**config.mk**
```make
export PLATFORM = sky130hd
export DESIGN_NAME = bblur_back_flat
export DESIGN_NICKNAME = d
export VERILOG_FILES = /design/src/rtl/bblur_pkg.sv /design/src/rtl/bblur_if.sv /design/src/rtl/bblur_back.sv /design/src/flat_wrapper.sv
export SDC_FILE = /design/constraint.sdc
export NUM_CORES = 2
export LEC_CHECK = 0
export ABC_CLOCK_PERIOD_IN_PS = 45000
export BUFFER_PORTS_ARGS = -buffer_cell sky130_fd_sc_hd__buf_2
export CAP_MARGIN = 20
export CORE_MARGIN = 2
export CORE_UTILIZATION = 65
export DETAILED_ROUTE_END_ITERATION = 10
export HOLD_SLACK_MARGIN = 0.03
export PLACE_DENSITY = 0.83
export SLEW_MARGIN = 20
export SYNTH_ARGS = -nofsm -noshare
export SYNTH_HDL_FRONTEND = slang
export SYNTH_SLANG_ARGS = --single-unit
```
**constraint.sdc**
```tcl
create_clock -name i_clk -period 45 [get_ports i_clk]
set_input_delay 6.75 -clock i_clk [delete_from_list [all_inputs] [get_ports i_clk]]
set_output_delay 6.75 -clock i_clk [all_outputs]
set_load 0.02 [all_outputs]
```
**src/rtl/bblur_pkg.sv**
```systemverilog
`default_nettype none
// ----------------------------------------------------------------------------
// bblur_pkg
// Shared widths, register indexes, queue entry types and the mean divider
// for the edge-aware 3x3 box blur.
// ----------------------------------------------------------------------------
package bblur_pkg;

    localparam int CH_W         = 8;
    localparam int SUM_W        = 12;   // 9 * 255 fits in 12 bits
    localparam int WIDTH_REG_W  = 11;
    localparam int HEIGHT_REG_W = 13;
    localparam int CFG_ADDR_W   = 8;
    localparam int CFG_DATA_W   = 16;

    localparam int MAX_WIDTH_DEF  = 1024;
    localparam int MAX_HEIGHT_DEF = 4096;
    localparam int WIDTH_RESET    = 640;
    localparam int HEIGHT_RESET   = 480;

    // power of two, so the queue pointers wrap on their own
    localparam int Q_DEPTH = 4;

    localparam logic [CFG_ADDR_W-1:0] CFG_IMAGE_WIDTH  = CFG_ADDR_W'(0);
    localparam logic [CFG_ADDR_W-1:0] CFG_IMAGE_HEIGHT = CFG_ADDR_W'(1);

    // floor(t/3) for t <= 765 and floor(t/9) for t <= 2295
    localparam logic [SUM_W-1:0] RECIP3    = SUM_W'(2731);
    localparam int               RECIP3_SH = 13;
    localparam logic [SUM_W-1:0] RECIP9    = SUM_W'(3641);
    localparam int               RECIP9_SH = 15;

    typedef struct packed {
        logic [CH_W-1:0] red;
        logic [CH_W-1:0] green;
        logic [CH_W-1:0] blue;
    } t_pixel;

    // classification of one stream item, made by the front end
    typedef struct packed {
        logic emit;
        logic top_ok;
        logic bot_ok;
        logic left_ok;
        logic right_ok;
        logic frame_end;
    } t_cls;

    typedef struct packed {
        t_pixel px_top;
        t_pixel px_mid;
        t_pixel px_bot;
        t_cls   cls;
    } t_q_entry;

    // Divisor is 2^n2 * 3^n3: shift first, then one reciprocal multiply.
    function automatic logic [CH_W-1:0] div_mean(input logic [SUM_W-1:0] sum,
                                                 input logic [1:0] n2,
                                                 input logic [1:0] n3);
        logic [SUM_W-1:0]   t;
        logic [2*SUM_W-1:0] p;
        logic [SUM_W-1:0]   q;
        t = sum >> n2;
        q = t;
        unique case (n3)
            2'd1: begin
                p = (2*SUM_W)'(t) * (2*SUM_W)'(RECIP3);
                q = SUM_W'(p >> RECIP3_SH);
            end
            2'd2: begin
                p = (2*SUM_W)'(t) * (2*SUM_W)'(RECIP9);
                q = SUM_W'(p >> RECIP9_SH);
            end
            default: begin
                p = '0;
                q = t;
            end
        endcase
        return q[CH_W-1:0];
    endfunction

endpackage
`default_nettype wire

```
**src/rtl/bblur_if.sv**
```systemverilog
`default_nettype none


interface bblur_res_if;
    logic                      valid;
    logic                      ready;
    logic [bblur_pkg::CH_W-1:0] out_blue;
    logic [bblur_pkg::CH_W-1:0] out_green;
    logic [bblur_pkg::CH_W-1:0] out_red;
    logic                      frame_end;
    modport source(output valid, out_blue, out_green, out_red, frame_end, input ready);
    modport sink(input valid, out_blue, out_green, out_red, frame_end, output ready);
endinterface

`default_nettype wire

```
**src/rtl/bblur_back.sv**
```systemverilog
`default_nettype none
// ----------------------------------------------------------------------------
// bblur_back
// Holds the 3x3 window, sums the in-image neighbors per channel and divides
// by their count; drives the result channel from an output register.
// ----------------------------------------------------------------------------
module bblur_back (
    input  wire logic                i_clk,
    input  wire logic                i_rst_n,
    input  wire logic                i_clear,
    input  wire bblur_pkg::t_q_entry i_q_data,
    input  wire logic                i_q_empty,
    output logic                     o_q_pop,
    bblur_res_if.source              o_res
);

    localparam int SW = bblur_pkg::SUM_W;

    bblur_pkg::t_pixel r_win [3][3];   // [row][column], column 1 is the centre
    logic              r_s1_valid;
    bblur_pkg::t_cls   r_s1_cls;
    logic              r_s2_valid;
    logic              r_s2_frame_end;
    logic [SW-1:0]     r_s2_sum_b;
    logic [SW-1:0]     r_s2_sum_g;
    logic [SW-1:0]     r_s2_sum_r;
    logic [1:0]        r_s2_n2;
    logic [1:0]        r_s2_n3;
    logic              r_out_valid;

    logic              adv;
    logic [2:0]        row_ok;
    logic [2:0]        col_ok;
    logic [SW-1:0]     sum_b;
    logic [SW-1:0]     sum_g;
    logic [SW-1:0]     sum_r;

    assign adv     = !r_out_valid || o_res.ready;
    assign o_q_pop = adv && !i_q_empty;

    // shift the window left and load the new column
    always_ff @(posedge i_clk) begin
        if (!i_rst_n || i_clear) begin
            for (int r = 0; r < 3; r++) begin
                for (int c = 0; c < 3; c++) begin
                    r_win[r][c] <= '0;
                end
            end
        end else if (o_q_pop) begin
            for (int r = 0; r < 3; r++) begin
                r_win[r][0] <= r_win[r][1];
                r_win[r][1] <= r_win[r][2];
            end
            r_win[0][2] <= i_q_data.px_top;
            r_win[1][2] <= i_q_data.px_mid;
            r_win[2][2] <= i_q_data.px_bot;
        end
    end

    assign row_ok = {r_s1_cls.bot_ok, 1'b1, r_s1_cls.top_ok};
    assign col_ok = {r_s1_cls.right_ok, 1'b1, r_s1_cls.left_ok};

    always_comb begin
        sum_b = '0;
        sum_g = '0;
        sum_r = '0;
        for (int r = 0; r < 3; r++) begin
            for (int c = 0; c < 3; c++) begin
                if (row_ok[r] && col_ok[c]) begin
                    sum_b = sum_b + SW'(r_win[r][c].blue);
                    sum_g = sum_g + SW'(r_win[r][c].green);
                    sum_r = sum_r + SW'(r_win[r][c].red);
                end
            end
        end
    end

    always_ff @(posedge i_clk) begin
        if (!i_rst_n) begin
            r_s1_valid  <= 1'b0;
            r_s2_valid  <= 1'b0;
            r_out_valid <= 1'b0;
        end else if (adv) begin
            r_s1_valid  <= o_q_pop && i_q_data.cls.emit;
            r_s2_valid  <= r_s1_valid;
            r_out_valid <= r_s2_valid;
        end
    end

    always_ff @(posedge i_clk) begin
        if (adv) begin
            r_s1_cls       <= i_q_data.cls;
            r_s2_frame_end <= r_s1_cls.frame_end;
            r_s2_sum_b     <= sum_b;
            r_s2_sum_g     <= sum_g;
            r_s2_sum_r     <= sum_r;
            // count = rows * columns, each 1, 2 or 3
            r_s2_n2 <= 2'(r_s1_cls.top_ok ^ r_s1_cls.bot_ok)
                     + 2'(r_s1_cls.left_ok ^ r_s1_cls.right_ok);
            r_s2_n3 <= 2'(r_s1_cls.top_ok & r_s1_cls.bot_ok)
                     + 2'(r_s1_cls.left_ok & r_s1_cls.right_ok);
            o_res.out_blue  <= bblur_pkg::div_mean(r_s2_sum_b, r_s2_n2, r_s2_n3);
            o_res.out_green <= bblur_pkg::div_mean(r_s2_sum_g, r_s2_n2, r_s2_n3);
            o_res.out_red   <= bblur_pkg::div_mean(r_s2_sum_r, r_s2_n2, r_s2_n3);
            o_res.frame_end <= r_s2_frame_end;
        end
    end

    assign o_res.valid = r_out_valid;

endmodule
`default_nettype wire
```
**src/flat_wrapper.sv**
```systemverilog
// flat-port wrapper written by rule: the top's interface ports become plain ports
module bblur_back_flat 
  (i_clk, i_rst_n, i_clear, i_q_data, i_q_empty, o_q_pop, o_res_valid, o_res_out_blue, o_res_out_green, o_res_out_red, o_res_frame_end, o_res_ready);
  bblur_res_if o_res_i ();
  input  wire logic i_clk;
  input  wire logic i_rst_n;
  input  wire logic i_clear;
  input  wire bblur_pkg::t_q_entry i_q_data;
  input  wire logic i_q_empty;
  output logic o_q_pop;
  output wire logic [$bits(o_res_i.valid)-1:0] o_res_valid;
  output wire logic [$bits(o_res_i.out_blue)-1:0] o_res_out_blue;
  output wire logic [$bits(o_res_i.out_green)-1:0] o_res_out_green;
  output wire logic [$bits(o_res_i.out_red)-1:0] o_res_out_red;
  output wire logic [$bits(o_res_i.frame_end)-1:0] o_res_frame_end;
  input wire logic [$bits(o_res_i.ready)-1:0] o_res_ready;
  assign o_res_valid = o_res_i.valid;
  assign o_res_out_blue = o_res_i.out_blue;
  assign o_res_out_green = o_res_i.out_green;
  assign o_res_out_red = o_res_i.out_red;
  assign o_res_frame_end = o_res_i.frame_end;
  assign o_res_i.ready = o_res_ready;
  bblur_back u_core (.i_clk(i_clk), .i_rst_n(i_rst_n), .i_clear(i_clear), .i_q_data(i_q_data), .i_q_empty(i_q_empty), .o_q_pop(o_q_pop), .o_res(o_res_i));
endmodule
```
* Word level (Yosys, flattened, before mapping) *
Memories as Yosys holds them, arrays and structs flattened.
Index checks and enable logic that the tools add are counted.

storage, ports and cells
  register bits = 74
  bits in writable memories = 216
  input bits = 83
  output and inout port bits = 27
  word-level logic and storage cells = 121
  memories kept = 1

cells by class
  add/subtract/negate cells = 26
  multiply operators = 6
  equal/unequal tests = 2
  shifts and indexed selects = 3
  mux-type cells = 41
  bitwise operators = 13
  reductions and logical operators = 11

memory list
  name          depth  width  rd ports  clocked after Yosys merged registers in  wr ports  RTL line          text
  u_core.r_win  3      72     3         0                                        3         bblur_back.sv:19  bblur_pkg::t_pixel r_win [3][3];

operators with widths
  operator                  count
  $add A12 B8 Y12           21
  $mux W12                  21
  $mux W24                  9
  $mul A12 B12 Y23 const B  3
  $mul A12 B12 Y21 const B  3
  $pmux W8 S2               3
  $shr A12 B2 Y12           3
  $add A8 B8 Y9             3
  $mux W8                   3
  $or A1 B1 Y1              9
  $logic_and A1 B1 Y1       6
  $mux W1                   5
  $add A2 B2 Y2             2
  $logic_not A1 Y1          3
  $and A1 B1 Y1             2
  $eq A2 B1 Y1 const B      1
  $eq A2 B2 Y1 const B      1
  $logic_or A1 B1 Y1        2
  $xor A1 B1 Y1             2

* Longest topological paths before layout *
  depth in word-level cells = 17
  gate-level depth with buffers = 55

* Worst setup path after synthesis *
No wires, ideal clock.

  path type = input-to-reg
  start point = input port o_res_ready
  end point = memory u_core.r_win[0][0] (netlist bit), enable pin
  library setup time = 1.091 ns
  data arrival time = 22.010 ns
  required time = 43.909 ns
  path slack = 21.898 ns
  stages = 3
  path buffers = 1
  cells stage by stage = nor2b_1 > clkbuf_1 > o21ai_0

RTL lines
  what             RTL line            text
  start, declared  flat_wrapper.sv:16  input wire logic [$bits(o_res_i.ready)-1:0] o_res_ready;
  end, declared    bblur_back.sv:19

* Worst setup path in the final report *
  start point = input port o_res_ready
  end point = output port o_q_pop

between the ends
  longest elaborated chain between the ends = 2

ends and longest elaborated chain
  what                 RTL line            text
  $logic_or A1 B1 Y1   bblur_back.sv:38    assign adv = !r_out_valid || o_res.ready;
  $logic_and A1 B1 Y1  bblur_back.sv:39    assign o_q_pop = adv && !i_q_empty;
  end, declared        flat_wrapper.sv:10  output logic o_q_pop;

Every way passes these cells.

==> run metrics <==
total of flip-flops plus latches after synthesis=290; Detailed Route Iter0 Violations=1600; latest clock arrival within the worst-skew pair=0.57 ns; unrepaired setup endpoints after global routing=no; cell area after placement=35800 um2; TritonCTS clock tree=yes; post-route cell area=37100 um2; Final period util=32.3%; worst reg2reg endpoint=u_core.r_s2_sum_g[11]; highest clock frequency the design can meet=68.8 MHz; number of detailed-route iterations in the first pass=7; Final Slew Violations=0; wirelength, routed=77.5 mm; most frequent CP cell=sky130_fd_sc_hd__buf_2; post-synthesis to final-layout area growth=7.47%; H-tree Lvls=2; DP HPWL=59.0 mm; io pins=110; post-synthesis sequential area ratio=25.1%; quantity of hold-fixing buffers added after cts=0; Die Width=235 um; clk sink count=290; Yosys Warn Count=0; endpoint of the worst hold path=u_core.r_s2_frame_end; highest cell delay on the worst timing path=0.61 ns; largest net degree at the start of global routing=217; outcome=complete, no violations; number of remaining DRC errors=0; Clock Skew=0.0148 ns; post-cts sizing count=0; number of hold-slack violations in the final timing report=0; number of distinct library cells after synthesis=87; startpoint of the most critical hold path=u_core.r_s1_cls[0]; library cell used as clock root buffer=sky130_fd_sc_hd__clkbuf_16; Worst Tran Pin Value=1.02 ns; critical path required time=38.25 ns; depth of the worst hold-timing path=0; critical path, cell by cell=buf_2 > nor2b_1 > nor2_4 > buf_2; number of nets produced by synthesis=4407; setup slack, reg-to-reg=34.60 ns; cell area after synthesis=34600 um2; worst reg-to-reg path cell count=50; cts bufs inserted=37; maximum fanout along the worst path=7; cells after synthesis=3493; GRT Resource Usage Total=28.8%; number of vias per cell=5.97; Worst path slowest cell=sky130_fd_sc_hd__nor2b_1; data arrival time of the worst path=7.77 ns; port bufs=109; Avg Synthesized Cell Area=9.89 um2; Post-DRT Antenna Nets=0; Total Neg Setup Slack=0 ns; final estimated routing congestion in global placement=0.909; share of post-route cells with drive strength above 1=8.07%; worst hold path type=reg2reg; number of buffers inserted by post-CTS setup repair=0; remaining max-slew budget at the tightest pin=31.2%; EDFF count, synth=287; max-capacitance violation count=0; Total Die Area=55000 um2; Starting Density=65.8%; Core Area=52600 um2; vias in the first global route=26200; Setup crit end kind=primary output; net total in the final layout=4479; total overflow reported by the global router=0; antenna violations before repair=1; maximum number of buffers from clock root to sink=3; final period demand of the worst path=14.52 ns; Via Count=25600; commonest register cell after synthesis=sky130_fd_sc_hd__edfxtp_1; Clk pin slew, worst setup/hold paths=0.06 ns; setup violators final=0; critical register-to-register path startpoint=u_core.r_s1_cls[4]; global-route wire length before repair=127 mm; Cell Rows=84; startpoint kind of the worst setup timing path=primary input; die boundary height=235 um; Async S/R FF share, synth=0%; worst setup path class=in2out; detailed-route wire length per cell=18.1 um
sequential cells by signal, indices dropped and copies added, names as in the netlist:
| register | cells |
|---|---|
| u_core.r_s2_frame_end | 1 |
| u_core.o_res.valid | 1 |
| u_core.o_res.out_green | 8 |
| u_core.r_s1_cls | 3 |
| u_core.r_s2_sum_g | 12 |
| u_core.r_s2_sum_r | 12 |
| u_core.r_s2_n2 | 2 |
| u_core.r_s2_valid | 1 |
| u_core.o_res.out_red | 8 |
| u_core.r_s1_valid | 1 |
| u_core.col_ok | 2 |
| u_core.o_res.out_blue | 8 |
| u_core.r_win | 216 |
| u_core.r_s2_sum_b | 12 |
| u_core.r_s2_n3 | 2 |
| u_core.o_res.frame_end | 1 |
metrics by stage:
step,setup slack (ns),util (%),instances,hold WS [ns]
detailed placement,30.46,68.2,4214,0.411
global placement,30.47,68.2,4214,0.400
global route,30.42,70.7,4282,0.433
finish,30.48,70.7,4283,0.423
CTS,30.46,70.7,4282,0.424
floorplan,21.90,-,3493,0.400
layout by cell type (no fill, tap or decap), types with 38 or more instances in the layout:
master | synthesis | layout
sky130_fd_sc_hd__clkbuf_16 | 0 | 38
sky130_fd_sc_hd__buf_2 | 3 | 109
sky130_fd_sc_hd__fa_1 | 231 | 231
sky130_fd_sc_hd__edfxtp_1 | 287 | 287
sky130_fd_sc_hd__o21ai_0 | 144 | 143
sky130_fd_sc_hd__nand2_1 | 162 | 162
sky130_fd_sc_hd__mux2i_1 | 41 | 41
sky130_fd_sc_hd__inv_1 | 495 | 494
sky130_fd_sc_hd__xor2_1 | 63 | 63
sky130_fd_sc_hd__nor2b_1 | 65 | 64
sky130_fd_sc_hd__ha_1 | 600 | 600
sky130_fd_sc_hd__a21o_1 | 72 | 72
sky130_fd_sc_hd__and3_1 | 253 | 253
sky130_fd_sc_hd__xnor2_1 | 141 | 141
sky130_fd_sc_hd__nor2_1 | 182 | 181
sky130_fd_sc_hd__a21oi_1 | 177 | 177
cell families after synthesis:
| logic type | after synthesis | share of synthesized area (%) |
|---|---|---|
| compound gates | 647 | 12.1 |
| buf+inv | 601 | 6.55 |
| mux | 89 | 3.12 |
| fa+ha+maj | 833 | 35.2 |
| xor+xnor | 213 | 5.64 |
| flops | 290 | 25.1 |
| simple gates | 820 | 12.3 |
area by class of cell:
class                   instances  area, um2
multi-input cells            2602      23600
fillers                      3785      15400
flip-flops and latches        290       8680
inverters                     495       1860
clock buffers                  40        958
well taps                     688        861
repair buffers                139        796
clock inverters                28        342
diodes                          1       2.50
worst max-delay path, delay by kind of cell:
kind,cells,cell delay [ns]
buffers and inverters,2,0.29
and+or+nand+nor,2,0.72
routing by layer:
layer	GRT usage [%]	vias up	wire length, um
li1	-	12400	-
met1	35.7	12300	32500
met2	50.8	651	38100
met3	4.30	177	4010
met4	10.8	0	2880
met5	0	-	0
cell usage after synthesis (6+ instances only):
cell type | n | area, um2
sky130_fd_sc_hd__ha_1 | 600 | 7510
sky130_fd_sc_hd__inv_1 | 495 | 1860
sky130_fd_sc_hd__edfxtp_1 | 287 | 8620
sky130_fd_sc_hd__and3_1 | 253 | 1580
sky130_fd_sc_hd__fa_1 | 231 | 4620
sky130_fd_sc_hd__nor2_1 | 182 | 683
sky130_fd_sc_hd__a21oi_1 | 177 | 886
sky130_fd_sc_hd__nand2_1 | 162 | 608
sky130_fd_sc_hd__o21ai_0 | 144 | 721
sky130_fd_sc_hd__xnor2_1 | 141 | 1230
sky130_fd_sc_hd__clkbuf_1 | 93 | 349
sky130_fd_sc_hd__a21o_1 | 72 | 541
sky130_fd_sc_hd__nor2b_1 | 65 | 407
sky130_fd_sc_hd__xor2_1 | 63 | 552
sky130_fd_sc_hd__mux2i_1 | 41 | 410
sky130_fd_sc_hd__mux2_2 | 36 | 405
sky130_fd_sc_hd__o21a_1 | 35 | 263
sky130_fd_sc_hd__nand3_1 | 32 | 160
sky130_fd_sc_hd__nor3_1 | 28 | 140
sky130_fd_sc_hd__a211oi_1 | 27 | 203
sky130_fd_sc_hd__o21bai_1 | 24 | 180
sky130_fd_sc_hd__nand2b_1 | 21 | 131
sky130_fd_sc_hd__o31ai_1 | 20 | 150
sky130_fd_sc_hd__a21boi_0 | 19 | 143
sky130_fd_sc_hd__a221oi_1 | 18 | 158
sky130_fd_sc_hd__and2_1 | 14 | 87.6
sky130_fd_sc_hd__or3_1 | 14 | 87.6
sky130_fd_sc_hd__mux4_2 | 11 | 248
sky130_fd_sc_hd__o22ai_1 | 10 | 62.6
sky130_fd_sc_hd__a211o_1 | 9 | 78.8
sky130_fd_sc_hd__buf_1 | 9 | 33.8
sky130_fd_sc_hd__nand4_1 | 9 | 56.3
sky130_fd_sc_hd__or2_2 | 9 | 56.3
sky130_fd_sc_hd__a31oi_1 | 8 | 50.1
sky130_fd_sc_hd__a22oi_1 | 7 | 52.6
sky130_fd_sc_hd__a31o_2 | 7 | 61.3
sky130_fd_sc_hd__o31a_1 | 7 | 61.3
sky130_fd_sc_hd__a22o_1 | 6 | 52.6
sky130_fd_sc_hd__nor4_1 | 6 | 37.5
sky130_fd_sc_hd__o21ai_1 | 6 | 30.0
sky130_fd_sc_hd__xnor2_2 | 6 | 97.6
how the worst max path moves through the flow:
| stage | start | end | slack [ns] | depth (start not counted) |
|---|---|---|---|---|
| floorplan | o_res_ready | u_core.r_win[0][0] | 21.90 | 3 |
| global placement | o_res_ready | o_q_pop | 30.47 | 4 |
| detailed placement | o_res_ready | o_q_pop | 30.46 | 4 |
| CTS | o_res_ready | o_q_pop | 30.46 | 4 |
| global route | o_res_ready | o_q_pop | 30.42 | 4 |
| finish | o_res_ready | o_q_pop | 30.48 | 4 |
Power is left out: the tool's default activity adds up to more than one toggle a clock period on the data nets, which glitch-free logic cannot reach.
