`src/rtl/bblur_pkg.sv`:
```
`default_nettype none
// ----------------------------------------------------------------------------
// bblur_pkg
// Shared widths, register indexes, queue entry types and the mean divider
// for the edge-aware 3x3 box blur.
// ----------------------------------------------------------------------------
package bblur_pkg;

    localparam int CH_W         = 8;
    localparam int SUM_W        = 12;   // 9 * 255 fits in 12 bits
    localparam int WIDTH_REG_W  = 11;
    localparam int HEIGHT_REG_W = 13;
    localparam int CFG_ADDR_W   = 8;
    localparam int CFG_DATA_W   = 16;

    localparam int MAX_WIDTH_DEF  = 1024;
    localparam int MAX_HEIGHT_DEF = 4096;
    localparam int WIDTH_RESET    = 640;
    localparam int HEIGHT_RESET   = 480;

    // power of two, so the queue pointers wrap on their own
    localparam int Q_DEPTH = 4;

    localparam logic [CFG_ADDR_W-1:0] CFG_IMAGE_WIDTH  = CFG_ADDR_W'(0);
    localparam logic [CFG_ADDR_W-1:0] CFG_IMAGE_HEIGHT = CFG_ADDR_W'(1);

    // floor(t/3) for t <= 765 and floor(t/9) for t <= 2295
    localparam logic [SUM_W-1:0] RECIP3    = SUM_W'(2731);
    localparam int               RECIP3_SH = 13;
    localparam logic [SUM_W-1:0] RECIP9    = SUM_W'(3641);
    localparam int               RECIP9_SH = 15;

    typedef struct packed {
        logic [CH_W-1:0] red;
        logic [CH_W-1:0] green;
        logic [CH_W-1:0] blue;
    } t_pixel;

    // classification of one stream item, made by the front end
    typedef struct packed {
        logic emit;
        logic top_ok;
        logic bot_ok;
        logic left_ok;
        logic right_ok;
        logic frame_end;
    } t_cls;

    typedef struct packed {
        t_pixel px_top;
        t_pixel px_mid;
        t_pixel px_bot;
        t_cls   cls;
    } t_q_entry;

    // Divisor is 2^n2 * 3^n3: shift first, then one reciprocal multiply.
    function automatic logic [CH_W-1:0] div_mean(input logic [SUM_W-1:0] sum,
                                                 input logic [1:0] n2,
                                                 input logic [1:0] n3);
        logic [SUM_W-1:0]   t;
        logic [2*SUM_W-1:0] p;
        logic [SUM_W-1:0]   q;
        t = sum >> n2;
        q = t;
        unique case (n3)
            2'd1: begin
                p = (2*SUM_W)'(t) * (2*SUM_W)'(RECIP3);
                q = SUM_W'(p >> RECIP3_SH);
            end
            2'd2: begin
                p = (2*SUM_W)'(t) * (2*SUM_W)'(RECIP9);
                q = SUM_W'(p >> RECIP9_SH);
            end
            default: begin
                p = '0;
                q = t;
            end
        endcase
        return q[CH_W-1:0];
    endfunction

endpackage
`default_nettype wire

```
`src/rtl/bblur_queue.sv`:
```
`default_nettype none
// ----------------------------------------------------------------------------
// bblur_queue
// Short FIFO of classified columns between the front end and the back end.
// ----------------------------------------------------------------------------
module bblur_queue (
    input  wire logic                i_clk,
    input  wire logic                i_rst_n,
    input  wire logic                i_push,
    input  wire bblur_pkg::t_q_entry i_data,
    output logic                     o_full,
    input  wire logic                i_pop,
    output bblur_pkg::t_q_entry      o_data,
    output logic                     o_empty
);

    localparam int AW   = $clog2(bblur_pkg::Q_DEPTH);
    localparam int CNTW = $clog2(bblur_pkg::Q_DEPTH + 1);

    bblur_pkg::t_q_entry r_mem [bblur_pkg::Q_DEPTH];
    logic [AW-1:0]       r_wptr;
    logic [AW-1:0]       r_rptr;
    logic [CNTW-1:0]     r_count;
    logic                do_push;
    logic                do_pop;

    assign o_full  = (r_count == CNTW'(bblur_pkg::Q_DEPTH));
    assign o_empty = (r_count == '0);
    assign o_data  = r_mem[r_rptr];
    assign do_push = i_push && !o_full;
    assign do_pop  = i_pop && !o_empty;

    always_ff @(posedge i_clk) begin
        if (do_push) begin
            r_mem[r_wptr] <= i_data;
        end
    end

    always_ff @(posedge i_clk) begin
        if (!i_rst_n) begin
            r_wptr  <= '0;
            r_rptr  <= '0;
            r_count <= '0;
        end else begin
            if (do_push) begin
                r_wptr <= r_wptr + AW'(1);
            end
            if (do_pop) begin
                r_rptr <= r_rptr + AW'(1);
            end
            if (do_push && !do_pop) begin
                r_count <= r_count + CNTW'(1);
            end else if (do_pop && !do_push) begin
                r_count <= r_count - CNTW'(1);
            end
        end
    end

endmodule
`default_nettype wire

```
`config.mk`:
```
export PLATFORM = sky130hd
export DESIGN_NAME = bblur_queue
export DESIGN_NICKNAME = d
export VERILOG_FILES = /design/src/rtl/bblur_pkg.sv /design/src/rtl/bblur_queue.sv
export SDC_FILE = /design/constraint.sdc
export NUM_CORES = 1
export LEC_CHECK = 0
export BUFFER_PORTS_ARGS = -buffer_cell sky130_fd_sc_hd__buf_2
export CAP_MARGIN = 20
export CORE_MARGIN = 2
export CORE_UTILIZATION = 57
export CTS_CLUSTER_SIZE = 12
export DETAILED_ROUTE_END_ITERATION = 10
export GPL_TIMING_DRIVEN = 0
export PLACE_DENSITY_LB_ADDON = 0.2
export SETUP_SLACK_MARGIN = 0.1
export SYNTH_ARGS = -nofsm -noshare
export SYNTH_HDL_FRONTEND = slang
export SYNTH_SLANG_ARGS = --single-unit
```
`constraint.sdc`:
```
create_clock -name i_clk -period 3.68 [get_ports i_clk]
set_input_delay 0.368 -clock i_clk [delete_from_list [all_inputs] [get_ports i_clk]]
set_output_delay 0.368 -clock i_clk [all_outputs]
set_load 0.02 [all_outputs]
```
# Word level (Yosys, flattened, before mapping)
# Memories as Yosys holds them, arrays and structs flattened. A register that Yosys moved wholly into a read port is not among the register bits.
# Cells that the tools add are included.
dict set report totals {
  regBits 7
  mem_bits_rw 312
  in_bits 82
  output_inout_bits 80
  wordCells 25
  memories 1
}
# memory words width rd rd_clocked_by_memory_dff wr line_no
set memory_table {}
lappend memory_table {r_mem 4 78 1 1 1 bblur_queue.sv:20} ;# bblur_pkg::t_q_entry r_mem [bblur_pkg::Q_DEPTH];
dict set report classes {
  add_sub_neg 4
  eq_ne 1
  n_mux 6
  reduce_logical 10
}
# operator count
set ops {}
lappend ops {{2-to-1 mux 3 bit} 2}
lappend ops {{adder 2 x 1 -> 2 bit (second input constant)} 2}
lappend ops {{logical AND 1 bit} 4}
lappend ops {{zero test 1 bit} 4}
lappend ops {{2-to-1 mux 2 bit} 2}
lappend ops {{adder 3 x 1 -> 3 bit (second input constant)} 1}
lappend ops {{equality test 3 bit (second input constant)} 1}
lappend ops {{zero test 3 bit} 1}
lappend ops {{subtractor 3 x 1 -> 3 bit (second input constant)} 1}
lappend ops {{2-to-1 mux 1 bit} 2}
lappend ops {{nonzero test 2 bit} 1}

# Logic depth before layout (Yosys ltp)
# Gate-level depths: netlist of run 1.
dict set report depth {
  word_depth 7
  depth_mapped 9
  ltp_nobuf 8
}

# Worst setup path after synthesis of run 1
# Ideal clock, no wire load.
dict set report synth_path {
  path_type {register -> register}
  from {register r_count[0]}
  to {memory r_mem[2][0] (netlist bit), enable pin}
  setup_ns 0.445
  arrival_time_ns 2.803
  slack_ns 0.432
  stages_incl_launch_ff 5
  period_less_slack_ns 3.248
  cell_sequence {dfxtp_1 -> nor3b_1 -> nor2b_1 -> clkbuf_1 -> and2_1}
}
dict set report synth_between {
  elab_chain_len 5
}
# element line_no
set synth_rtl {}
lappend synth_rtl {{start: declaration} bblur_queue.sv:23} ;# logic [CNTW-1:0] r_count;
lappend synth_rtl {{start signal: assignment} bblur_queue.sv:52} ;# r_count <= r_count + CNTW'(1);
lappend synth_rtl {{start signal: assignment} bblur_queue.sv:54} ;# r_count <= r_count - CNTW'(1);
lappend synth_rtl {{equality test 3 bit} bblur_queue.sv:27} ;# assign o_full = (r_count == CNTW'(bblur_pkg::Q_DEPTH));
lappend synth_rtl {{net o_full} bblur_queue.sv:11} ;# output logic o_full,
lappend synth_rtl {{zero test 1 bit} bblur_queue.sv:30} ;# assign do_push = i_push && !o_full;
lappend synth_rtl {{logical AND 1 bit} bblur_queue.sv:30}
lappend synth_rtl {{net do_push} bblur_queue.sv:24} ;# logic do_push;
lappend synth_rtl {{2-to-1 mux 1 bit} bblur_queue.sv:34} ;# if (do_push) begin
lappend synth_rtl {{2-to-1 mux 1 bit (not written as such)} bblur_queue.sv:35} ;# r_mem[r_wptr] <= i_data;
lappend synth_rtl {{end: declaration} bblur_queue.sv:20}
# The timed path passes the listed nets, and every way through them passes these cells.

# Worst setup path in the final report of run 1
dict set report layout_path {
  from {register r_count[0]}
  to {register r_count[2]}
}
dict set report layout_between {
  elab_chain_len 6
  elab_cells_between_ends 15
  classes_between {2 x add/sub; 1 x eq/ne; 2 x mux; 10 x reduce/logical}
}
# element line_no
set layout_rtl {}
lappend layout_rtl {{equality test 3 bit *} bblur_queue.sv:27}
lappend layout_rtl {{zero test 1 bit *} bblur_queue.sv:30}
lappend layout_rtl {{logical AND 1 bit *} bblur_queue.sv:30}
lappend layout_rtl {{net do_push} bblur_queue.sv:24}
lappend layout_rtl {{zero test 1 bit} bblur_queue.sv:53} ;# end else if (do_pop && !do_push) begin
lappend layout_rtl {{logical AND 1 bit} bblur_queue.sv:53}
lappend layout_rtl {{nonzero test 2 bit (no source line)} n/a}
# Mark *: on every way through the listed nets, which the timed path passes. The rest lies on a longest branch. The select of a mux whose other input is x is not followed.
# A chain may end at the register's enable or synchronous reset.

==> flow_summary.html, run 1 <==
<table>
<tr><th>Metric</th><th>Value</th></tr>
<tr><th colspan="2">Worst setup path</th></tr>
<tr><td>Sort of element at the start of the critical path</td><td>flip-flop</td></tr>
<tr><td>Required time at the worst-slack endpoint</td><td>4090 ps</td></tr>
<tr><td>WS Path Type</td><td>flip-flop to flip-flop</td></tr>
<tr><td>Crit Path Max Fanout</td><td>7</td></tr>
<tr><td>Largest stage delay on the critical path</td><td>470 ps</td></tr>
<tr><td>Setup crit end kind</td><td>flip-flop</td></tr>
<tr><td>Cell-by-cell trace of the critical path</td><td>nor3b_1 -&gt; nor2b_1 -&gt; clkbuf_1 -&gt; ha_1 -&gt; inv_1 -&gt; fa_1 -&gt; xor2_1 -&gt; or3_1 -&gt; a21boi_0</td></tr>
<tr><td>Arrival time worst endpoint</td><td>2950 ps</td></tr>
<tr><td>Critical Path Slowest Stage Cell</td><td>dfxtp_1</td></tr>
<tr><th colspan="2">STA</th></tr>
<tr><td>Hold Vio Cnt, Final</td><td>0</td></tr>
<tr><td>Time the final worst path needs with I/O delays and setup</td><td>2541 ps</td></tr>
<tr><td>Worst-case setup margin in the final layout</td><td>1139 ps</td></tr>
<tr><td>RSZ-0062 raised after global routing</td><td>no</td></tr>
<tr><td>Setup violation total in the final timing report</td><td>0</td></tr>
<tr><td>Max-Slew Margin vs Limit</td><td>56.35%</td></tr>
<tr><td>Fmax achieved</td><td>0.3936 GHz</td></tr>
<tr><td>Actual slew at the worst max-slew pin</td><td>654.8 ps</td></tr>
<tr><td>Final clock skew</td><td>10.76 ps</td></tr>
<tr><td>Max Transition Viols Final</td><td>0</td></tr>
<tr><td>Fraction of the cycle the final worst path needs</td><td>69.05%</td></tr>
<tr><th colspan="2">Layout</th></tr>
<tr><td>Count of nets after finishing</td><td>744</td></tr>
<tr><td>Share of post-route cells with drive strength above 1</td><td>44.64%</td></tr>
<tr><td>Most common cell after layout, fill and taps aside</td><td>edfxtp_1</td></tr>
<tr><td>Most frequent cells in the layout</td><td>edfxtp_1 (312), buf_2 (164), mux4_2 (78)</td></tr>
<tr><td>Area growth from synthesis to layout</td><td>19.25%</td></tr>
<tr><td>Count of non-filler cells in the finished layout</td><td>943</td></tr>
<tr><td>Layout fillers</td><td>1263</td></tr>
<tr><th colspan="2">CTS</th></tr>
<tr><td>Worst-Skew Late Latency</td><td>490 ps</td></tr>
<tr><td>CTS tree</td><td>built</td></tr>
<tr><td>Number of buffers on the longest clock path</td><td>3</td></tr>
<tr><td>Cts-stage hold buffer count</td><td>0</td></tr>
<tr><td>Library cell used as clock root buffer</td><td>clkbuf_16</td></tr>
<tr><td>Number of sinks handled by clock tree synthesis</td><td>321</td></tr>
<tr><td>Clock transition time at the flip-flop clock pins of the worst setup and hold paths</td><td>60 ps</td></tr>
<tr><td>CTS-repair resized insts</td><td>0</td></tr>
<tr><td>Buffers inserted by post-CTS timing repair</td><td>0</td></tr>
<tr><td>CTS Buf Count</td><td>34</td></tr>
<tr><td>Maximum level of the CTS H-tree</td><td>2</td></tr>
<tr><th colspan="2">Die</th></tr>
<tr><td>Area of the die</td><td>21770 sq um</td></tr>
<tr><td>Core area</td><td>20230 sq um</td></tr>
<tr><td>Die Ht</td><td>147.5 microns</td></tr>
<tr><td>Std-Cell Rows</td><td>52</td></tr>
<tr><td>Die width</td><td>147.5 microns</td></tr>
<tr><td>Initial cell density of the core</td><td>58.04%</td></tr>
<tr><td>Top-level port count</td><td>162</td></tr>
<tr><th colspan="2">Power and ir drop</th></tr>
<tr><td>Worst ir drop on vdd</td><td>0.0004520 V</td></tr>
<tr><td>PD cells</td><td>729.5 nW/um^2</td></tr>
<tr><td>LEAKAGE</td><td>4.733 nW</td></tr>
<tr><th colspan="2">Worst hold path</th></tr>
<tr><td>Path category of the worst min-delay check</td><td>input port to flip-flop</td></tr>
<tr><th colspan="2">Global routing</th></tr>
<tr><td>Via count of the first global-routing pass</td><td>5856</td></tr>
<tr><td>Total gr overflow</td><td>0</td></tr>
<tr><td>Antenna violations before repair</td><td>0</td></tr>
<tr><td>Global-route wire length before repair</td><td>31.66 mm</td></tr>
<tr><td>All-layer global routing usage</td><td>19.37%</td></tr>
<tr><td>Pin count of the biggest net entering global routing</td><td>56</td></tr>
<tr><th colspan="2">Routing</th></tr>
<tr><td>Mean number of vias per cell</td><td>5.647</td></tr>
<tr><td>TritonRoute pass-1 iters</td><td>4</td></tr>
<tr><td>Total Routed Length</td><td>20.63 mm</td></tr>
<tr><td>Amount of wire on met2 after detailed routing</td><td>10.97 mm</td></tr>
<tr><td>Post-route antenna net violation count</td><td>0</td></tr>
<tr><td>Sum of routed wire segments on met1</td><td>8.005 mm</td></tr>
<tr><td>Routed length per instance</td><td>21.88 microns</td></tr>
<tr><td>Met3 wire len</td><td>1.231 mm</td></tr>
<tr><td>Post-route DRC</td><td>0</td></tr>
<tr><td>Routed vias</td><td>5325</td></tr>
<tr><td>Uppermost metal layer occupied by signal nets</td><td>met4</td></tr>
<tr><td>Violation count after the first detailed-routing iteration</td><td>267</td></tr>
<tr><th colspan="2">Yosys</th></tr>
<tr><td>Top post-synthesis cells by area</td><td>edfxtp_1 (80%), mux4_2 (15%), dfxtp_1 (1.5%)</td></tr>
<tr><td>Count of synthesis-stage warnings from yosys</td><td>0</td></tr>
<tr><td>Yosys reg bits</td><td>321</td></tr>
<tr><td>Count of cell types in the netlist</td><td>24</td></tr>
<tr><td>Syn Nets</td><td>544</td></tr>
<tr><td>Mean instance size in the synthesized netlist</td><td>25.76 sq um</td></tr>
<tr><td>Top-area cell type share of the netlist area</td><td>79.77%</td></tr>
<tr><td>Number of cells produced by synthesis</td><td>456</td></tr>
<tr><td>Post-Syn Area</td><td>11750 sq um</td></tr>
<tr><td>Portion of the post-synthesis area used by sequential elements</td><td>81.30%</td></tr>
<tr><td>Dominant cell type by area after synthesis</td><td>edfxtp_1</td></tr>
<tr><th colspan="2">Placement</th></tr>
<tr><td>Global placement routability congestion</td><td>0.7032</td></tr>
<tr><td>Port Buffer Count</td><td>160</td></tr>
<tr><td>Setup WS pre-CTS</td><td>1209 ps</td></tr>
<tr><td>Post-detailed-placement half-perimeter wirelength</td><td>12.50 mm</td></tr>
<tr><td>Number of instances in the placed design</td><td>890</td></tr>
<tr><th colspan="2">Flow run</th></tr>
<tr><td>Count of maximum capacitance violations</td><td>0</td></tr>
<tr><th colspan="2">Run status</th></tr>
<tr><td>Result of the run</td><td>finished, final reports clean</td></tr>
</table>
==> synthesized netlist by cell type <==
cell type  number
nor3_1          1
buf_2           4
ha_1            5
nand2_1         4
xor2_1          1
buf_12          3
clkbuf_1        7
a21boi_0        1
o21ai_0         1
mux2i_1         3
mux4_2         78
nor2b_1         2
buf_6           1
dfxtp_1         9
o311ai_0        1
inv_1           3
buf_4           5
o31ai_1         1
edfxtp_1      312
and2_1          8
or3_1           1
xnor2_1         3
fa_1            1
nor3b_1         1
==> cells by family (layout without fill, tap and decap cells) <==
family                     count (synthesis)  after routing  share of synthesized area [%]
adders and majority gates                  6              6                         0.7031
DFF                                      321            321                          81.30
buffers and inverters                     23            239                          1.417
AOI/OAI and AO/OA                          4              4                         0.2450
and+or+nand+nor                           17             17                         0.8203
xor gates and xnor gates                   4              4                         0.2983
muxes                                     81             81                          15.21
other                                      0              1                              0
==> registers in the layout, summed over array words and instances, names as in the netlist, named ones only <==
signal   count
r_mem      312
r_rptr       2
r_count      3
r_wptr       2
==> worst paths after layout <==
path / from / end / slack (ps) / depth (start not counted)
worst max-delay path: r_count[0] / r_count[2] / 1140 / 9
worst min register to register: r_wptr[0] / r_wptr[0] / 510 / 2
worst min-delay path: i_data[8] / r_mem[1][8] / 80 / 1
worst max register to register: r_count[0] / r_count[2] / 1140 / 9
==> report_power, final <==
| group | internal [W] | switching (W) |
|---|---|---|
| registers | 0.00444 | 0.000105 |
| logic | 0.00115 | 0.00147 |
| clock network | 0.00182 | 0.00123 |
==> area by class of cell <==
cell class	count	area, sq um	area share, %
Multi-Input combinational cell	112	2039	14.56
Tap cell	270	337.8	2.412
Sequential cell	321	9549	68.18
Timing Repair Buffer	164	910.9	6.504
Antenna cell	1	2.502	0.01787
Clock buffer	45	965.9	6.897
Clock inverter	7	33.78	0.2412
Inverter	3	11.26	0.08040
Buffer	20	155.1	1.108
==> per-layer routing <==
metal / GRT usage, % / up-vias
met1: 24.20 / 2779
met4: 5.817 / 0
met2: 34.40 / 171
met3: 4.259 / 30
li1: - / 2345
met5: 0 / -
==> stage by stage <==
step	TNS, ps	utilization, %	power, W	area [sq um]	hold slack (ps)
CTS	0	69.21	0.01035	14000	60.42
global placement	-292950	63.67	0.007226	12880	475.7
detailed placement	0	64.27	0.007291	13000	502.2
global route	0	69.21	0.01064	14000	68.08
finish	0	69.22	0.01022	14010	84.57
floorplan	0	-	0.006472	11750	466.9
==> worst max-delay path, delay by kind of cell (launching register included) <==
family / cells / cell delay [ps]
flip-flops: 1 / 470
AND/OR/NAND/NOR: 3 / 550
AO/OA/AOI/OAI: 1 / 190
buffers and inverters: 2 / 420
adder cells (fa/ha/maj): 2 / 650
XOR/XNOR: 1 / 180
No activity file was read; power rests on OpenSTA's default activity.
==> inputs of run 2 (changes only) <==
Clock period 3.68 ns to 2.57 ns, I/O delays scaled along.
==> flow_summary.html, run 2 (same netlist as run 1, synthesis figures left out) <==
<table>
<tr><th>Metric</th><th>Value</th></tr>
<tr><th colspan="2">Run status</th></tr>
<tr><td>Result of the run</td><td>finished, final reports clean</td></tr>
<tr><th colspan="2">Layout</th></tr>
<tr><td>Layout fillers</td><td>1197</td></tr>
<tr><td>Share of post-route cells with drive strength above 1</td><td>40.16%</td></tr>
<tr><td>Most flops, register</td><td>r_mem</td></tr>
<tr><td>Most common cell after layout, fill and taps aside</td><td>edfxtp_1</td></tr>
<tr><td>Flip-flop count of the largest register, all copies and words added</td><td>312</td></tr>
<tr><td>Post-route design area</td><td>14790 sq um</td></tr>
<tr><td>Most frequent cells in the layout</td><td>edfxtp_1 (312), buf_2 (162), mux4_2 (78), dlygate4sd3_1 (78), clkbuf_16 (37)</td></tr>
<tr><td>Largest registers</td><td>r_mem x312, r_count x3</td></tr>
<tr><td>Count of nets after finishing</td><td>822</td></tr>
<tr><td>Core utilization of the finished layout</td><td>73.09%</td></tr>
<tr><td>Area growth from synthesis to layout</td><td>25.92%</td></tr>
<tr><th colspan="2">Global routing</th></tr>
<tr><td>Global-route wire length before repair</td><td>33.28 mm</td></tr>
<tr><td>Antenna violations before repair</td><td>1</td></tr>
<tr><td>Pin count of the biggest net entering global routing</td><td>50</td></tr>
<tr><td>Total gr overflow</td><td>0</td></tr>
<tr><td>All-layer global routing usage</td><td>20.15%</td></tr>
<tr><td>Via count of the first global-routing pass</td><td>6210</td></tr>
<tr><th colspan="2">STA</th></tr>
<tr><td>Final clock skew</td><td>10.82 ps</td></tr>
<tr><td>Fraction of the cycle the final worst path needs</td><td>91.62%</td></tr>
<tr><td>Time the final worst path needs with I/O delays and setup</td><td>2355 ps</td></tr>
<tr><td>Actual slew at the worst max-slew pin</td><td>634.0 ps</td></tr>
<tr><td>Worst-case hold slack</td><td>161.8 ps</td></tr>
<tr><td>Max-Slew Margin vs Limit</td><td>57.73%</td></tr>
<tr><td>Hold Vio Cnt, Final</td><td>0</td></tr>
<tr><td>Max Transition Viols Final</td><td>0</td></tr>
<tr><td>Fmax achieved</td><td>0.4247 GHz</td></tr>
<tr><td>Total negative slack</td><td>0 ps</td></tr>
<tr><td>Setup violation total in the final timing report</td><td>0</td></tr>
<tr><td>RSZ-0062 raised after global routing</td><td>yes</td></tr>
<tr><th colspan="2">CTS</th></tr>
<tr><td>Worst-Skew Late Latency</td><td>500 ps</td></tr>
<tr><td>Number of sinks handled by clock tree synthesis</td><td>321</td></tr>
<tr><td>Clock transition time at the flip-flop clock pins of the worst setup and hold paths</td><td>60 ps</td></tr>
<tr><td>Maximum level of the CTS H-tree</td><td>2</td></tr>
<tr><td>Number of buffers on the longest clock path</td><td>3</td></tr>
<tr><td>Buffers inserted by post-CTS timing repair</td><td>0</td></tr>
<tr><td>Library cell used as clock root buffer</td><td>clkbuf_16</td></tr>
<tr><td>CTS Buf Count</td><td>34</td></tr>
<tr><td>CTS tree</td><td>built</td></tr>
<tr><th colspan="2">Routing</th></tr>
<tr><td>Routed vias</td><td>5652</td></tr>
<tr><td>Post-route antenna net violation count</td><td>0</td></tr>
<tr><td>TritonRoute pass-1 iters</td><td>4</td></tr>
<tr><td>Routed length per instance</td><td>20.74 microns</td></tr>
<tr><td>Post-route DRC</td><td>0</td></tr>
<tr><td>Violation count after the first detailed-routing iteration</td><td>327</td></tr>
<tr><td>Mean number of vias per cell</td><td>5.525</td></tr>
<tr><td>Total Routed Length</td><td>21.22 mm</td></tr>
<tr><th colspan="2">Power and ir drop</th></tr>
<tr><td>Switching share of power</td><td>27.54%</td></tr>
<tr><td>Internal portion of total power</td><td>0.01068 W</td></tr>
<tr><td>PD cells</td><td>996.9 nW/um^2</td></tr>
<tr><td>LEAKAGE</td><td>5.066 nW</td></tr>
<tr><td>Switching component of the power</td><td>0.004061 W</td></tr>
<tr><td>Proportion of power drawn by the clock network</td><td>29.5%</td></tr>
<tr><td>Portion of total power attributed to combinational logic</td><td>26.4%</td></tr>
<tr><td>Worst ir drop on vdd</td><td>0.0006367 V</td></tr>
<tr><td>Final total power</td><td>0.01474 W</td></tr>
<tr><td>Sequential group share of total power</td><td>44.1%</td></tr>
<tr><th colspan="2">Worst hold path</th></tr>
<tr><td>Hold Path Cell Cnt</td><td>3</td></tr>
<tr><td>Path category of the worst min-delay check</td><td>input port to flip-flop</td></tr>
<tr><th colspan="2">Die</th></tr>
<tr><td>Core area</td><td>20230 sq um</td></tr>
<tr><td>Top-level port count</td><td>162</td></tr>
<tr><td>Std-Cell Rows</td><td>52</td></tr>
<tr><td>Die width</td><td>147.5 microns</td></tr>
<tr><td>Area of the die</td><td>21770 sq um</td></tr>
<tr><td>Initial cell density of the core</td><td>58.04%</td></tr>
<tr><td>Die Ht</td><td>147.5 microns</td></tr>
<tr><th colspan="2">Placement</th></tr>
<tr><td>Post-detailed-placement half-perimeter wirelength</td><td>12.51 mm</td></tr>
<tr><td>Port Buffer Count</td><td>160</td></tr>
<tr><td>Placement-stage cell area</td><td>13000 sq um</td></tr>
<tr><td>Global placement routability congestion</td><td>0.6832</td></tr>
<tr><th colspan="2">Worst setup path</th></tr>
<tr><td>WS Path Type</td><td>flip-flop to primary output</td></tr>
<tr><td>Number of cells traversed by the worst register-to-register path</td><td>9</td></tr>
<tr><td>Sort of element at the start of the critical path</td><td>flip-flop</td></tr>
<tr><td>Setup crit end kind</td><td>primary output</td></tr>
<tr><td>Crit Path Max Fanout</td><td>10</td></tr>
<tr><td>Required time at the worst-slack endpoint</td><td>2310 ps</td></tr>
<tr><td>R2R setup slack</td><td>260 ps</td></tr>
<tr><td>Arrival time worst endpoint</td><td>2100 ps</td></tr>
<tr><th colspan="2">Flow run</th></tr>
<tr><td>Count of maximum capacitance violations</td><td>0</td></tr>
</table>
==> run 2: path summary, 6_finish.rpt <==
| path | start | endpoint |
|---|---|---|
| max reg2reg | r_count[0] | r_count[2] |
| max | flip-flop | o_data[30] |
| min | i_rst_n | r_wptr[0] |
| min reg2reg | r_wptr[0] | r_wptr[0] |
==> run 2: power by group through the flow <==
stage	sequential (W)	clock (W)	combinational, W
after floorplan	0.00657	0	0.00268
after global placement	0.00660	0	0.00373
after detailed placement	0.00661	0	0.00386
after CTS	0.00650	0.00444	0.00396
after global routing	0.00654	0.00465	0.00415
final	0.00650	0.00435	0.00390
==> run 2: metrics by stage <==
| step | instances | setup WS [ps] |
|---|---|---|
| after floorplan | 456 | 172.8 |
| after global placement | 886 | -592.0 |
| after detailed placement | 890 | 138.2 |
| after CTS | 1022 | 101.6 |
| after global routing | 1023 | 98.17 |
| final | 1023 | 215.3 |
==> run 2: layout make-up <==
class,instances,area [sq um],share of cell area [%]
flip-flops and latches,321,9549,64.57
multi-input cells,112,2039,13.79
repair buffers,242,1692,11.44
clock buffers,48,967.2,6.540
well taps,270,337.8,2.284
plain buffers,20,166.4,1.125
clock inverters,6,23.77,0.1607
inverters,3,11.26,0.07614
diodes,1,2.502,0.01692
==> run 2: per-layer routing <==
metal | up-vias | share of wire, % | GRT usage [%]
li1 | 2516 | - | -
met1 | 2906 | 41 | 26.36
met2 | 184 | 51 | 34.05
met3 | 46 | 5.2 | 3.951
met4 | 0 | 3.0 | 7.837
met5 | - | 0 | 0
==> run 2: worst max-delay path, cell delays in order, from the launching register on <==
cell and delay [ps]:
dfxtp_1 300, buf_2 190, clkbuf_1 520, mux4_2 410, buf_2 180
==> run 2: timing repair <==
item / in CTS / in global routing
endpoints found under the setup margin: 2 / 230
cloned: 0 / 0
gates resized for setup: 1 / 11
hold endpoints to repair: 312 / 0
hold buffers: 78 / 0
==> inputs of run 3 (changes only) <==
Settings changed: CORE_ASPECT_RATIO from default to 1.1.
==> flow_summary.html, run 3 (same netlist as run 1, synthesis figures left out) <==
<table>
<tr><th>Metric</th><th>Value</th></tr>
<tr><th colspan="2">CTS</th></tr>
<tr><td>CTS tree</td><td>built</td></tr>
<tr><td>CTS Buf Count</td><td>31</td></tr>
<tr><td>Number of sinks handled by clock tree synthesis</td><td>321</td></tr>
<tr><td>Number of buffers on the longest clock path</td><td>3</td></tr>
<tr><td>Clock transition time at the flip-flop clock pins of the worst setup and hold paths</td><td>60 ps</td></tr>
<tr><td>Library cell used as clock root buffer</td><td>clkbuf_16</td></tr>
<tr><td>Worst-Skew Late Latency</td><td>530 ps</td></tr>
<tr><td>Maximum level of the CTS H-tree</td><td>1</td></tr>
<tr><td>Buffers inserted by post-CTS timing repair</td><td>0</td></tr>
<tr><th colspan="2">Routing</th></tr>
<tr><td>Violation count after the first detailed-routing iteration</td><td>352</td></tr>
<tr><td>Routed length per instance</td><td>20.29 microns</td></tr>
<tr><td>TritonRoute pass-1 iters</td><td>4</td></tr>
<tr><td>Total Routed Length</td><td>20.52 mm</td></tr>
<tr><td>Post-route DRC</td><td>0</td></tr>
<tr><td>Mean number of vias per cell</td><td>5.517</td></tr>
<tr><td>Post-route antenna net violation count</td><td>0</td></tr>
<tr><td>Routed vias</td><td>5578</td></tr>
<tr><th colspan="2">STA</th></tr>
<tr><td>Total negative slack</td><td>0 ps</td></tr>
<tr><td>Time the final worst path needs with I/O delays and setup</td><td>2353 ps</td></tr>
<tr><td>Setup violation total in the final timing report</td><td>0</td></tr>
<tr><td>Worst-case setup margin in the final layout</td><td>216.9 ps</td></tr>
<tr><td>Final clock skew</td><td>9.445 ps</td></tr>
<tr><td>Actual slew at the worst max-slew pin</td><td>632.2 ps</td></tr>
<tr><td>Max Transition Viols Final</td><td>0</td></tr>
<tr><td>Fmax achieved</td><td>0.4250 GHz</td></tr>
<tr><td>Hold Vio Cnt, Final</td><td>0</td></tr>
<tr><td>Max-Slew Margin vs Limit</td><td>57.85%</td></tr>
<tr><td>RSZ-0062 raised after global routing</td><td>yes</td></tr>
<tr><td>Fraction of the cycle the final worst path needs</td><td>91.56%</td></tr>
<tr><th colspan="2">Placement</th></tr>
<tr><td>Global placement routability congestion</td><td>0.7130</td></tr>
<tr><td>Setup WS pre-CTS</td><td>147.5 ps</td></tr>
<tr><td>Port Buffer Count</td><td>160</td></tr>
<tr><td>Post-detailed-placement half-perimeter wirelength</td><td>12.09 mm</td></tr>
<tr><th colspan="2">Layout</th></tr>
<tr><td>Share of post-route cells with drive strength above 1</td><td>39.47%</td></tr>
<tr><td>Area growth from synthesis to layout</td><td>24.88%</td></tr>
<tr><td>Layout fillers</td><td>1219</td></tr>
<tr><td>Most common cell after layout, fill and taps aside</td><td>edfxtp_1</td></tr>
<tr><td>Largest registers</td><td>r_mem x312, r_count x3</td></tr>
<tr><td>Count of nets after finishing</td><td>819</td></tr>
<tr><td>Most frequent cells in the layout</td><td>edfxtp_1 (312), buf_2 (162), mux4_2 (78), dlygate4sd3_1 (78), clkbuf_16 (31)</td></tr>
<tr><td>Flip-flop count of the largest register, all copies and words added</td><td>312</td></tr>
<tr><td>Most flops, register</td><td>r_mem</td></tr>
<tr><td>N_diodes</td><td>0</td></tr>
<tr><th colspan="2">Global routing</th></tr>
<tr><td>All-layer global routing usage</td><td>19.32%</td></tr>
<tr><td>Global-route wire length before repair</td><td>32.30 mm</td></tr>
<tr><td>Pin count of the biggest net entering global routing</td><td>44</td></tr>
<tr><td>Total gr overflow</td><td>0</td></tr>
<tr><td>Antenna violations before repair</td><td>0</td></tr>
<tr><td>Via count of the first global-routing pass</td><td>6108</td></tr>
<tr><th colspan="2">Worst setup path</th></tr>
<tr><td>Most common cell on crit path</td><td>buf_2</td></tr>
<tr><td>Number of cells traversed by the worst register-to-register path</td><td>9</td></tr>
<tr><td>Arrival time worst endpoint</td><td>2100 ps</td></tr>
<tr><td>Buffers &amp; Inverters on Critical Path</td><td>4</td></tr>
<tr><td>Cell-by-cell trace of the critical path</td><td>buf_2 -&gt; buf_2 -&gt; clkbuf_4 -&gt; mux4_2 -&gt; buf_2</td></tr>
<tr><td>Required time at the worst-slack endpoint</td><td>2310 ps</td></tr>
<tr><td>Crit-path leading delay family</td><td>buffers and inverters</td></tr>
<tr><td>Sort of element at the start of the critical path</td><td>flip-flop</td></tr>
<tr><td>Logic depth of the worst setup path including buffers</td><td>5</td></tr>
<tr><td>Critical Path Slowest Stage Cell</td><td>mux4_2</td></tr>
<tr><td>WS Path Type</td><td>flip-flop to primary output</td></tr>
<tr><td>Crit Path Max Fanout</td><td>10</td></tr>
<tr><td>Largest stage delay on the critical path</td><td>320 ps</td></tr>
<tr><td>Setup crit end kind</td><td>primary output</td></tr>
<tr><th colspan="2">Power and ir drop</th></tr>
<tr><td>Switching share of power</td><td>27.66%</td></tr>
<tr><td>Proportion of power drawn by the clock network</td><td>27.7%</td></tr>
<tr><td>Worst ir drop on vdd</td><td>0.0008189 V</td></tr>
<tr><td>PD cells</td><td>977.2 nW/um^2</td></tr>
<tr><td>LEAKAGE</td><td>5.005 nW</td></tr>
<tr><td>Portion of total power attributed to combinational logic</td><td>27.0%</td></tr>
<tr><td>Internal portion of total power</td><td>0.01037 W</td></tr>
<tr><td>Switching component of the power</td><td>0.003964 W</td></tr>
<tr><td>Sequential group share of total power</td><td>45.3%</td></tr>
<tr><th colspan="2">Die</th></tr>
<tr><td>Die Ht</td><td>154.6 microns</td></tr>
<tr><td>Top-level port count</td><td>162</td></tr>
<tr><td>Core area</td><td>20370 sq um</td></tr>
<tr><td>Area of the die</td><td>21770 sq um</td></tr>
<tr><td>Std-Cell Rows</td><td>55</td></tr>
<tr><td>Die width</td><td>140.9 microns</td></tr>
<tr><td>Initial cell density of the core</td><td>57.66%</td></tr>
<tr><th colspan="2">Flow run</th></tr>
<tr><td>Count of maximum capacitance violations</td><td>0</td></tr>
<tr><th colspan="2">Worst hold path</th></tr>
<tr><td>Hold Path Cell Cnt</td><td>2</td></tr>
<tr><td>Path category of the worst min-delay check</td><td>input port to flip-flop</td></tr>
<tr><th colspan="2">Run status</th></tr>
<tr><td>Result of the run</td><td>finished, final reports clean</td></tr>
</table>
-- run 3: metal layers --
| metal | part of all wire, % | GRT usage, % | vias to the layer above |
|---|---|---|---|
| met5 | 0 | 0 | - |
| met4 | 1.6 | 5.143 | 0 |
| met3 | 6.1 | 4.180 | 29 |
| met2 | 52 | 34.12 | 187 |
| met1 | 40 | 24.72 | 2859 |
| li1 | - | - | 2503 |
-- run 3: repair_timing --
action                     in CTS  in global routing
resized for setup               1                 10
hold buffers                   78                  0
hold endpoints to repair      312                  0
setup endpoints to repair      14                 51
gates cloned                    0                  0
-- run 3: area by class of cell --
class / instances / area [sq um] / share of cell area (%)
multi-input combinational: 112 / 2039 / 13.91
timing repair buffer: 242 / 1692 / 11.53
inverter: 3 / 11.26 / 0.07678
buffer: 20 / 166.4 / 1.135
clock inverter: 2 / 12.51 / 0.08531
sequential: 321 / 9549 / 65.11
tap: 256 / 320.3 / 2.184
clock buffer: 55 / 875.8 / 5.972
-- run 3: final timing paths --
path,from,to,slack (ps)
setup / recovery,flip-flop,o_data[50],220
hold / removal,i_rst_n,r_count[2],120
setup reg to reg,r_count[0],r_count[2],240
hold reg to reg,r_wptr[1],r_wptr[1],520
-- run 3: metrics by stage --
stage | hold WS, ps | utilization, % | instance area (sq um) | total power [W] | cells
floorplan | 355.9 | - | 11750 | 0.009245 | 456
global placement | 466.0 | 63.19 | 12870 | 0.01032 | 872
detailed placement | 474.9 | 63.75 | 12990 | 0.01044 | 876
CTS | 89.42 | 71.95 | 14660 | 0.01451 | 1011
global route | 145.6 | 72.00 | 14670 | 0.01497 | 1011
finish | 121.3 | 72.00 | 14670 | 0.01433 | 1011
-- run 3: power by group through the flow --
| stage | clock (W) | sequential, W | combinational [W] |
|---|---|---|---|
| 5_1_grt | 0.00429 | 0.00654 | 0.00414 |
| 4_1_cts | 0.00407 | 0.00650 | 0.00394 |
| 2_1_floorplan | 0 | 0.00657 | 0.00268 |
| 3_5_place_dp | 0 | 0.00661 | 0.00383 |
| 3_3_place_gp | 0 | 0.00660 | 0.00372 |
| 6_report | 0.00397 | 0.00650 | 0.00387 |
